File: src/design/vt4_pkg.sv
`default_nettype none

package vt4_pkg;

    // Vertex and matrix geometry.
    localparam int NUM_COMP    = 4;
    localparam int NUM_REGS    = 8;
    localparam int REG_W       = 64;
    localparam int Q_W         = 32;
    localparam int FRAC_BITS   = 16;
    localparam int CFG_INDEX_W = 4;
    localparam int CFG_SEL_W   = $clog2(NUM_REGS);

    // Arithmetic widths: a full product, a sum of two, a sum of four.
    localparam int PROD_W = 2 * Q_W;
    localparam int PAIR_W = PROD_W + 1;
    localparam int SUM_W  = PROD_W + 2;

    localparam logic [Q_W-1:0] Q_MAX = {1'b0, {(Q_W-1){1'b1}}};
    localparam logic [Q_W-1:0] Q_MIN = {1'b1, {(Q_W-1){1'b0}}};

    // Identity matrix, two Q16.16 entries per register, low half first.
    localparam logic [NUM_REGS-1:0][REG_W-1:0] REG_RESET = {
        64'h0001_0000_0000_0000,  // row 3, columns 2 and 3
        64'h0000_0000_0000_0000,  // row 3, columns 0 and 1
        64'h0000_0000_0001_0000,  // row 2, columns 2 and 3
        64'h0000_0000_0000_0000,  // row 2, columns 0 and 1
        64'h0000_0000_0000_0000,  // row 1, columns 2 and 3
        64'h0001_0000_0000_0000,  // row 1, columns 0 and 1
        64'h0000_0000_0000_0000,  // row 0, columns 2 and 3
        64'h0000_0000_0001_0000   // row 0, columns 0 and 1
    };

    // One vertex or one matrix column: four Q16.16 words.
    typedef logic [NUM_COMP-1:0][Q_W-1:0] quad_t;

    // Matrix seen column by column: [column][row].
    typedef logic [NUM_COMP-1:0][NUM_COMP-1:0][Q_W-1:0] matrix_t;

    // Stage loads that the top level hands to every lane.
    typedef struct packed {
        logic s1_load;
        logic s2_load;
    } lane_ctrl_t;

endpackage

`default_nettype wire

File: src/design/vt4_regs.sv
`default_nettype none

module vt4_regs (
    input  wire logic                            clk,
    input  wire logic                            rst_n,
    input  wire logic                            cfg_valid,
    input  wire logic [vt4_pkg::CFG_INDEX_W-1:0] cfg_index,
    input  wire logic [vt4_pkg::REG_W-1:0]       cfg_data,
    output vt4_pkg::matrix_t                     matrix
);
    import vt4_pkg::*;

    logic [NUM_REGS-1:0][REG_W-1:0] regs_reg;
    logic [NUM_REGS-1:0][REG_W-1:0] regs_next;

    // Writes to an index past the last register are dropped.
    always_comb
    begin
        regs_next = regs_reg;
        if (cfg_valid && (cfg_index < CFG_INDEX_W'(NUM_REGS)))
        begin
            regs_next[cfg_index[CFG_SEL_W-1:0]] = cfg_data;
        end
    end

    always_ff @(posedge clk or negedge rst_n)
    begin
        if (!rst_n)
        begin
            regs_reg <= REG_RESET;
        end
        else
        begin
            regs_reg <= regs_next;
        end
    end

    // Entry [r][c] sits in register 2r + c/2, half c%2.
    for (genvar c = 0; c < NUM_COMP; c++)
    begin : g_col
        for (genvar r = 0; r < NUM_COMP; r++)
        begin : g_row
            assign matrix[c][r] = regs_reg[r * 2 + c / 2][(c % 2) * Q_W +: Q_W];
        end
    end

endmodule

`default_nettype wire

File: config.mk
export PLATFORM = sky130hd
export DESIGN_NAME = vt4_regs
export DESIGN_NICKNAME = d
export VERILOG_FILES = /design/src/design/vt4_pkg.sv /design/src/design/vt4_regs.sv
export SDC_FILE = /design/constraint.sdc
export NUM_CORES = 1
export LEC_CHECK = 0
export BUFFER_PORTS_ARGS = -buffer_cell sky130_fd_sc_hd__buf_2
export CAP_MARGIN = 20
export CORE_AREA = 2 2 227 229
export CTS_CLUSTER_SIZE = 28
export DETAILED_ROUTE_END_ITERATION = 16
export DIE_AREA = 0 0 229 231
export PLACE_DENSITY = 0.73
export SLEW_MARGIN = 10
export SYNTH_ARGS = -nofsm -noshare
export SYNTH_HDL_FRONTEND = slang
export SYNTH_SLANG_ARGS = --single-unit
File: constraint.sdc
create_clock -name clk -period 1.5 [get_ports clk]
set_input_delay 0.3 -clock clk [delete_from_list [all_inputs] [get_ports clk]]
set_output_delay 0.3 -clock clk [all_outputs]
set_load 0.05 [all_outputs]
==> out/results.md, run 1 <==
| Quantity | Reported |
|---|---|
| Leak pwr | 0.0137 uW |
| Global placer's final weighted congestion | 0.793 |
| Normalized max-slew margin | 57.2% |
| Layout overhead on the synthesized area | 47.4% |
| Run status | finished, violations left |
| Insertion delay to the later sink of the worst-skew pair | 0.57 ns |
| Mean instance size in the synthesized netlist | 17.7 um^2 |
| Number of antenna violations at the first check in global routing | 1 |
| Clock tree skew after final layout | 0 ns |
| Biggest cell delay along the critical path | 0.55 ns |
| Post-layout minimum cycle time | 1.58 ns |
| Buf+Inv Stages, Crit Path | 1 |
| Fmax | 633 MHz |
| Post-Place Cells | 2369 |
| Pwr per Cell Area | 2000 mW/mm^2 |
| Maximum vdd drop | 1240 uV |
| Remaining antenna violation count after routing | 0 |
| Design area | 0.0284 mm^2 |
| Number of detailed-route iterations in the first pass | 4 |
| Critical path required time | 1.20 ns |
| Finished Layout Cells | 2496 |
| Cells after Synth | 1090 |
| Wire length of the first global-routing pass | 83.2 mm |
| Number of distinct library cell variants in the gate-level netlist after synthesis | 18 |
| Clock input transition at the sequential cells of the worst setup and hold paths | 0.06 ns |
| Total of fill cells in the finished design | 3807 |
| Violations in the final reports | negative setup slack |
| CORE AREA | 0.0507 mm^2 |
| Ratio of final minimum period to clock period | 105% |
| Family of cells with the greatest summed delay on the critical path | flip-flops |
| Classification of the worst setup path | flop to output pin |
| DP Wirelength | 36.8 mm |
| Seq/Total Area, Yosys | 66.4% |
| CTS tree | yes |
| Average routed wire per standard cell | 22.8 um |
| Overall via count from detail_route | 12300 |
| Yosys warning total | 0 |
| Floorplan die height | 231 um |
| Vias in the first global route | 13400 |
| Total nets after synthesis | 1161 |
| Setup repair after global routing missed its margin | true |
| Maximum buffer depth of the clock tree | 3 |
| DRC violation count after routing | 0 |
| Path class of the lowest-slack min-delay path | input pin to flop |
| Crit path max fanout | 2 |
| Actual transition at the worst max-transition pin | 0.640 ns |
| Number of clock sinks | 512 |
| Ratio of cells with drive above 1 in the final layout | 70.9% |
| Count of buffers inserted at the top-level ports | 582 |
| CP startpoint kind | flop |
| Post-Place Cell Area | 0.0236 mm^2 |
| Setup Slack @ Placement | -0.277 ns |
| Root buf cell | sky130_fd_sc_hd__clkbuf_16 |
| Count of state elements after synthesis | 512 |
| Die boundary width | 229 um |
| Maximum number of pins on one net before global-route repair | 74 |
| Net count, final | 1842 |
| Flip-flop count of the largest register after layout | 512 |
| Number of DRC markers in iteration 0 | 533 |
| Overflow left after global routing | 0 |
| Max stage delay cell, worst path | sky130_fd_sc_hd__dfstp_2 |
| Max Cap Viol | 0 |
| CP Cell Sequence | buf_8 |
| Die area | 0.0529 mm^2 |
| Arrival time of data at the critical path endpoint | 1.28 ns |
| CTS Buf Count | 53 |
| Number of H-tree levels | 2 |
| Cell area after technology mapping | 0.0193 mm^2 |
| Placement Rows | 83 |
| Fin. max-slew vios | 0 |
| Via count normalized by instance count | 4.95 |
| Antenna cell count | 0 |
| I/O pins | 583 |
| Critical Path End Type | output pin |
| Final setup margin | -0.0804 ns |
| Final setup vio count | 4 |
| GR Util All Layers | 20.4% |
| Routed wire length | 57.0 mm |
| Hold Violations, Final | 0 |
| Initial cell density of the core | 38.1% |
==> cell type report <==
cell class	count	area (um^2)	share of cell area, %
sequential	512	12800	45.1
tap	680	851	2.99
multi-input combinational	526	6230	21.9
clock inverter	26	300	1.06
timing repair buffer	678	6720	23.6
clock buffer	74	1530	5.37
==> synthesized netlist by cell type, drive strengths merged <==
cell type,number,area [um^2]
mux2,512,5990
dfrtp,508,12700
buf,52,394
dfstp,4,105
nand2b,4,25.0
nor2,3,16.3
nand2,2,10.0
nand3,1,5.00
nand3b,1,7.51
nor3,1,16.3
nor3b,1,7.51
or4,1,7.51
==> kinds of logic (layout without fill, tap and decap cells) <==
logic type	after synthesis	after routing	share of synthesized area, %
DFF	512	512	66.4
muxes	512	512	31.0
and+or+nand+nor	14	14	0.493
buffers and inverters	52	778	2.04
==> worst register-to-register path, stage by stage (launching register included) <==
cell                      delay [ns]
sky130_fd_sc_hd__dfrtp_1        0.41
sky130_fd_sc_hd__buf_4          0.15
sky130_fd_sc_hd__buf_4          0.12
sky130_fd_sc_hd__mux2_4         0.25
==> where the power goes <==
group	internal (uW)	total (uW)	leakage [uW]	switching [uW]
Clock	8160	13600	0.000906	5480
Combinational	8670	23900	0.00655	15200
Sequential	17100	19500	0.00627	2420
Total	33900	57000	0.0137	23100
==> timing repair <==
action	4_1_cts	5_1_grt
gates resized for setup	704	203
setup buffers	4	22
hold buffers	1	0
endpoints found under the setup margin	512	246
endpoints found under the hold margin	238	0
==> through the flow <==
stage / power (uW) / hold slack (ns) / setup TNS, ns / util (%)
2_1_floorplan: 33500 / 0.00441 / -4.89 / -
3_3_place_gp: 38600 / 0.182 / -84.67 / 46.7
3_5_place_dp: 39000 / 0.180 / -93.65 / 46.7
4_1_cts: 55800 / 0.00206 / -0.451 / 54.3
5_1_grt: 58800 / 0.0421 / -0.898 / 56.1
6_report: 57000 / 0.0520 / -0.285 / 56.1
==> worst paths after layout <==
check                                   startpoint                       to  slack [ns]  depth (start not counted)
max                         matrix[16]$_DFFE_PN1P_               matrix[16]       -0.08                          1
min                                    cfg_data[5]  matrix[261]$_DFFE_PN0P_        0.05                          2
max reg2reg                matrix[267]$_DFFE_PN0P_  matrix[267]$_DFFE_PN0P_        0.46                          3
min reg2reg                matrix[455]$_DFFE_PN0P_  matrix[455]$_DFFE_PN0P_        0.49                          1
max in group asynchronous                    rst_n   matrix[24]$_DFFE_PN0P_        0.58                          4
min in group asynchronous                    rst_n  matrix[317]$_DFFE_PN0P_        0.18                          2
==> cells in the final DEF, fill, tap and decap left out <==
cell / n
sky130_fd_sc_hd__or4_4: 1
sky130_fd_sc_hd__dfstp_2: 4
sky130_fd_sc_hd__buf_2: 69
sky130_fd_sc_hd__clkinvlp_4: 2
sky130_fd_sc_hd__buf_4: 191
sky130_fd_sc_hd__nand3b_1: 1
sky130_fd_sc_hd__mux2_1: 4
sky130_fd_sc_hd__buf_6: 387
sky130_fd_sc_hd__nand3_1: 1
sky130_fd_sc_hd__mux2_4: 84
sky130_fd_sc_hd__clkinv_2: 14
sky130_fd_sc_hd__nor3b_1: 1
sky130_fd_sc_hd__mux2_2: 424
sky130_fd_sc_hd__inv_6: 3
sky130_fd_sc_hd__nand2_4: 1
sky130_fd_sc_hd__bufinv_16: 6
sky130_fd_sc_hd__nor2_1: 1
sky130_fd_sc_hd__nor2_4: 2
sky130_fd_sc_hd__buf_8: 5
sky130_fd_sc_hd__dlygate4sd3_1: 1
sky130_fd_sc_hd__buf_12: 25
sky130_fd_sc_hd__nand2_2: 1
sky130_fd_sc_hd__clkinv_4: 1
sky130_fd_sc_hd__dfrtp_1: 508
sky130_fd_sc_hd__clkbuf_1: 11
sky130_fd_sc_hd__nor3_4: 1
sky130_fd_sc_hd__nand2b_4: 4
sky130_fd_sc_hd__clkbuf_8: 8
sky130_fd_sc_hd__clkbuf_16: 55
==> metal layers <==
layer | up-vias | global-route usage (%) | part of all wire (%)
met5 | - | 0 | 0
met1 | 6468 | 24.1 | 38
met3 | 144 | 5.00 | 6.2
li1 | 5245 | - | -
met4 | 0 | 8.28 | 4.0
met2 | 487 | 35.9 | 52
No activity file was read; power rests on OpenSTA's default activity.
==> run 2, diff against run 1 <==
Settings changed: GPL_TIMING_DRIVEN from default to 0, PLACE_DENSITY 0.73 to default.
==> run 2 against run 1 <==
Against the previous run: flip-flop and latch count did not move; critical path type unchanged; register-to-register slack barely moved; largest power group unchanged; critical path depth did not move; the run ends with negative hold slack, negative setup slack left.
==> out/results.md, run 2 (synthesis results as in run 1) <==
| Quantity | Reported |
|---|---|
| Clock tree skew after final layout | 0 ns |
| Ratio of final minimum period to clock period | 107% |
| Number of detailed-route iterations in the first pass | 4 |
| Violations in the final reports | negative hold slack, negative setup slack |
| Final setup margin | -0.0985 ns |
| Number of H-tree levels | 2 |
| Setup repair after global routing missed its margin | true |
| Global placer's final weighted congestion | 0.815 |
| Remaining antenna violation count after routing | 0 |
| Total of fill cells in the finished design | 4102 |
| Crit path max fanout | 2 |
| CP Cell Sequence | buf_8 |
| Wire length of the first global-routing pass | 83.9 mm |
| Classification of the worst setup path | flop to output pin |
| CTS Buf Count | 55 |
| Path class of the lowest-slack min-delay path | input pin to async pin |
| Number of clock sinks | 512 |
| Util after Layout | 55.8% |
| Die area | 0.0529 mm^2 |
| Overflow left after global routing | 0 |
| CORE AREA | 0.0507 mm^2 |
| Vias in the first global route | 12700 |
| Arrival time of data at the critical path endpoint | 1.30 ns |
| Maximum vdd drop | 1160 uV |
| Leading cell types in the layout, fill and taps excluded | sky130_fd_sc_hd__dfrtp_1, sky130_fd_sc_hd__buf_6, sky130_fd_sc_hd__mux2_2 |
| Normalized max-slew margin | 62.2% |
| I/O pins | 583 |
| Fin. max-slew vios | 0 |
| DP Wirelength | 39.1 mm |
| Family of cells with the greatest summed delay on the critical path | flip-flops |
| Most common cell after layout, fill and taps aside | sky130_fd_sc_hd__dfrtp_1 |
| Buf+Inv Stages, Crit Path | 1 |
| Routed wire length | 57.8 mm |
| CTS tree | yes |
| Final total negative setup slack | -0.346 ns |
| Pwr per Cell Area | 2010 mW/mm^2 |
| Post-layout minimum cycle time | 1.60 ns |
| Insertion delay to the later sink of the worst-skew pair | 0.59 ns |
| Placement Rows | 83 |
| GR Util All Layers | 21.0% |
| Clock input transition at the sequential cells of the worst setup and hold paths | 0.06 ns |
| Maximum number of pins on one net before global-route repair | 116 |
| Maximum buffer depth of the clock tree | 3 |
| DRC violation count after routing | 0 |
| Root buf cell | sky130_fd_sc_hd__clkbuf_16 |
| CP startpoint kind | flop |
| Number of DRC markers in iteration 0 | 532 |
| Fmax | 626 MHz |
| Number of antenna violations at the first check in global routing | 2 |
| Leak pwr | 0.0136 uW |
| Critical path required time | 1.20 ns |
| Net count, final | 1829 |
| Final-layout worst hold slack | -0.363 ns |
| Worst R2R Setup Slack | 0.46 ns |
| Biggest cell delay along the critical path | 0.55 ns |
| Floorplan die height | 231 um |
| Overall via count from detail_route | 12100 |
| Final setup vio count | 4 |
| Max Cap Viol | 0 |
| Count of buffers inserted at the top-level ports | 582 |
| Average routed wire per standard cell | 23.3 um |
| Critical Path End Type | output pin |
| Flip-flop count of the largest register after layout | 512 |
| Ratio of cells with drive above 1 in the final layout | 70.0% |
| Actual transition at the worst max-transition pin | 0.568 ns |
| Layout overhead on the synthesized area | 46.7% |
| Via count normalized by instance count | 4.86 |
| Die boundary width | 229 um |
| Initial cell density of the core | 38.1% |
| Max stage delay cell, worst path | sky130_fd_sc_hd__dfstp_2 |
| Run status | finished, violations left |
| Hold Violations, Final | 63 |
[run 2: where the power goes]
part           leakage [uW]  switching [uW]  total [uW]  internal [uW]
combinational       0.00642           15200       24000           8780
sequential          0.00627            2320       19400          17100
clock              0.000876            5430       13400           7940
[run 2: final timing paths]
kind / startpoint / endpoint / depth (start not counted)
setup reg to reg: matrix[449]$_DFFE_PN0P_ / matrix[449]$_DFFE_PN0P_ / 3
setup / recovery: matrix[16]$_DFFE_PN1P_ / matrix[16] / 1
hold reg to reg: matrix[203]$_DFFE_PN0P_ / matrix[203]$_DFFE_PN0P_ / 1
max in group asynchronous: rst_n / matrix[176]$_DFFE_PN1P_ / 4
min in group clk: cfg_data[40] / matrix[392]$_DFFE_PN0P_ / 2
hold / removal: rst_n / matrix[197]$_DFFE_PN0P_ / 1
[run 2: metal layers]
metal | GRT usage (%) | up-vias | wire, um
met5 | 0 | - | 0
li1 | - | 5214 | -
met3 | 5.55 | 138 | 3500
met2 | 34.8 | 396 | 29100
met1 | 25.9 | 6322 | 22700
met4 | 9.17 | 0 | 2480
[run 2: final cells by class]
cell class	instances	area [um^2]	area share, %
Antenna cell	2	5.00	0.0177
Sequential cell	512	12800	45.3
Multi-Input combinational cell	526	6200	21.9
Clock buffer	91	1680	5.95
Buffer	52	394	1.39
Clock inverter	10	103	0.363
Tap cell	680	851	3.01
Timing Repair Buffer	611	6250	22.1
[run 2: repair_timing]
action                                  in CTS  in global routing
endpoints found under the setup margin     702                335
hold endpoints to repair                    64                 63
cloned                                       0                  2
gates resized for setup                    800                162
pin swaps                                    1                  0
buffers inserted                             5                 17
[run 2: metrics by stage]
stage / cell area, um^2 / cells / worst slack, ns / total power, uW
final: 28300 / 2484 / -0.0985 / 56800
after global routing: 28300 / 2484 / -0.149 / 58700
after CTS: 27500 / 2463 / -0.131 / 56100
after detailed placement: 23300 / 2357 / -0.782 / 39000
after global placement: 23200 / 2352 / -10.16 / 38700
after floorplan: 19400 / 1090 / -0.0482 / 33500
==> run 3, diff against run 2 <==
Settings changed: RECOVER_POWER from default to 50, SLEW_MARGIN 10 to 20.
==> run 3 against run 2 <==
Against the previous run: the run still ends with negative hold slack, negative setup slack left; hold slack gained 0.11 ns; sequential share of layout area grew 0.81 points; critical path type unchanged; combinational power shrank 2%; final cell count shrank 0.97%; highest routed layer unchanged; largest power group unchanged; sequential power is essentially flat; core utilization shrank 0.98 points; via count shrank 1.0%; clock skew is the same; count of clock-buffer cells in the layout shrank 8.
==> out/results.md, run 3 (synthesis results as in run 1) <==
| Quantity | Reported |
|---|---|
| Layout overhead on the synthesized area | 44.1% |
| Number of detailed-route iterations in the first pass | 4 |
| Biggest cell delay along the critical path | 0.55 ns |
| Path class of the lowest-slack min-delay path | input pin to async pin |
| Reg area | 0.0128 mm^2 |
| CTS Buf Count | 54 |
| Finished Layout Cells | 2460 |
| Critical path required time | 1.20 ns |
| Clock tree skew after final layout | 0 ns |
| Global placer's final weighted congestion | 0.815 |
| Ratio of final minimum period to clock period | 106% |
| CTS tree | yes |
| CP Cell Sequence | buf_8 |
| Vias in the first global route | 12700 |
| Multi-input gate area in the final layout | 0.00617 mm^2 |
| Maximum number of pins on one net before global-route repair | 100 |
| Overall via count from detail_route | 11900 |
| Worst R2R Setup Slack | 0.57 ns |
| Overflow left after global routing | 0 |
| Leak pwr | 0.0134 uW |
| Pwr per Cell Area | 2020 mW/mm^2 |
| Number of antenna violations at the first check in global routing | 1 |
| Max stage delay cell, worst path | sky130_fd_sc_hd__dfstp_2 |
| Net count, final | 1812 |
| Insertion delay to the later sink of the worst-skew pair | 0.58 ns |
| Hold Violations, Final | 90 |
| Arrival time of data at the critical path endpoint | 1.29 ns |
| Classification of the worst setup path | flop to output pin |
| Remaining antenna violation count after routing | 0 |
| Worst reg2reg path depth | 2 |
| Total of fill cells in the finished design | 4110 |
| Number of H-tree levels | 2 |
| I/O pins | 583 |
| Number of DRC markers in iteration 0 | 443 |
| Maximum vdd drop | 1160 uV |
| Routed wire length | 56.6 mm |
| Actual transition at the worst max-transition pin | 0.843 ns |
| Final setup margin | -0.0892 ns |
| Post-Place Cell Area | 0.0233 mm^2 |
| Crit path max fanout | 2 |
| DP Wirelength | 39.1 mm |
| Count of buffers inserted at the top-level ports | 582 |
| CORE AREA | 0.0507 mm^2 |
| Clock input transition at the sequential cells of the worst setup and hold paths | 0.06 ns |
| Fin. max-slew vios | 0 |
| Floorplan die height | 231 um |
| Final-layout worst hold slack | -0.253 ns |
| Average routed wire per standard cell | 23.0 um |
| Wire length of the first global-routing pass | 84.0 mm |
| Family of cells with the greatest summed delay on the critical path | flip-flops |
| DRC violation count after routing | 0 |
| Total power | 56200 uW |
| Ratio of cells with drive above 1 in the final layout | 69.5% |
| Post-layout minimum cycle time | 1.59 ns |
| Run status | finished, violations left |
| Flip-flop count of the largest register after layout | 512 |
| Fmax | 629 MHz |
| Via count normalized by instance count | 4.86 |
| Post-Place Cells | 2357 |
| Setup Slack @ Placement | -0.782 ns |
| CP startpoint kind | flop |
| Violations in the final reports | negative hold slack, negative setup slack |
| GR Util All Layers | 21.0% |
| Setup repair after global routing missed its margin | true |
| Number of clock sinks | 512 |
| Critical Path End Type | output pin |
| Die boundary width | 229 um |
| Initial cell density of the core | 38.1% |
| Placement Rows | 83 |
| Root buf cell | sky130_fd_sc_hd__clkbuf_16 |
| Max Cap Viol | 0 |
| Die area | 0.0529 mm^2 |
| Final total negative setup slack | -2.30 ns |
| Leading cell types in the layout, fill and taps excluded | sky130_fd_sc_hd__dfrtp_1, sky130_fd_sc_hd__mux2_2, sky130_fd_sc_hd__buf_6 |
| Design area | 0.0278 mm^2 |
| Critical path depth | 1 |
| Buf+Inv Stages, Crit Path | 1 |
| Final setup vio count | 99 |
| Maximum buffer depth of the clock tree | 3 |
| Most common cell after layout, fill and taps aside | sky130_fd_sc_hd__dfrtp_1 |
| Normalized max-slew margin | 43.8% |
run 3: cell count changes in the layout (fill, tap and decap cells not counted), sizes merged:
| cell | delta |
|---|---|
| diode | -1 |
| bufinv | +1 |
| clkinvlp | -1 |
| clkbuf | +10 |
| clkinv | +1 |
| buf | -34 |
run 3: final cells by class:
cell class / instances / share of cell area [%]
multi-input cells: 526 / 22.2
clock inverters: 11 / 0.481
repair buffers: 595 / 21.0
plain buffers: 52 / 1.32
diodes: 1 / 0.00900
flip-flops and latches: 512 / 46.1
well taps: 680 / 3.06
clock buffers: 83 / 5.88
run 3: stage by stage:
step           hold slack, ns  util, %
2_1_floorplan         0.00441        -
3_3_place_gp            0.464     45.7
3_5_place_dp            0.392     46.0
4_1_cts                -0.250     54.2
5_1_grt                -0.215     54.9
6_report               -0.253     54.9
run 3: timing repair:
item / 4_1_cts / 5_1_grt
pin swaps: 1 / 0
endpoints found under the setup margin: 702 / 138
setup buffers: 4 / 4
gates resized for setup: 791 / 114
endpoints found under the hold margin: 90 / 90
run 3: report_power, final:
| group | switching, uW | internal, uW | total (uW) |
|---|---|---|---|
| Combinational | 15100 | 8390 | 23500 |
| Sequential | 2230 | 17100 | 19300 |
| Clock | 5370 | 7950 | 13300 |
| Total | 22700 | 33400 | 56200 |
run 3: path summary, 6_finish.rpt:
path / start / end
min: rst_n / matrix[422]$_DFFE_PN0P_
max in group asynchronous: rst_n / matrix[203]$_DFFE_PN0P_
max: matrix[16]$_DFFE_PN1P_ / matrix[16]
max reg2reg: matrix[449]$_DFFE_PN0P_ / matrix[449]$_DFFE_PN0P_
min in group clk: cfg_data[11] / matrix[331]$_DFFE_PN0P_
min reg2reg: matrix[332]$_DFFE_PN0P_ / matrix[332]$_DFFE_PN0P_
run 3: metal layers:
layer / GRT usage (%) / part of all wire (%)
met1: 25.8 / 39
met2: 35.3 / 51
met5: 0 / 0
met4: 10.2 / 4.6
met3: 4.73 / 5.4
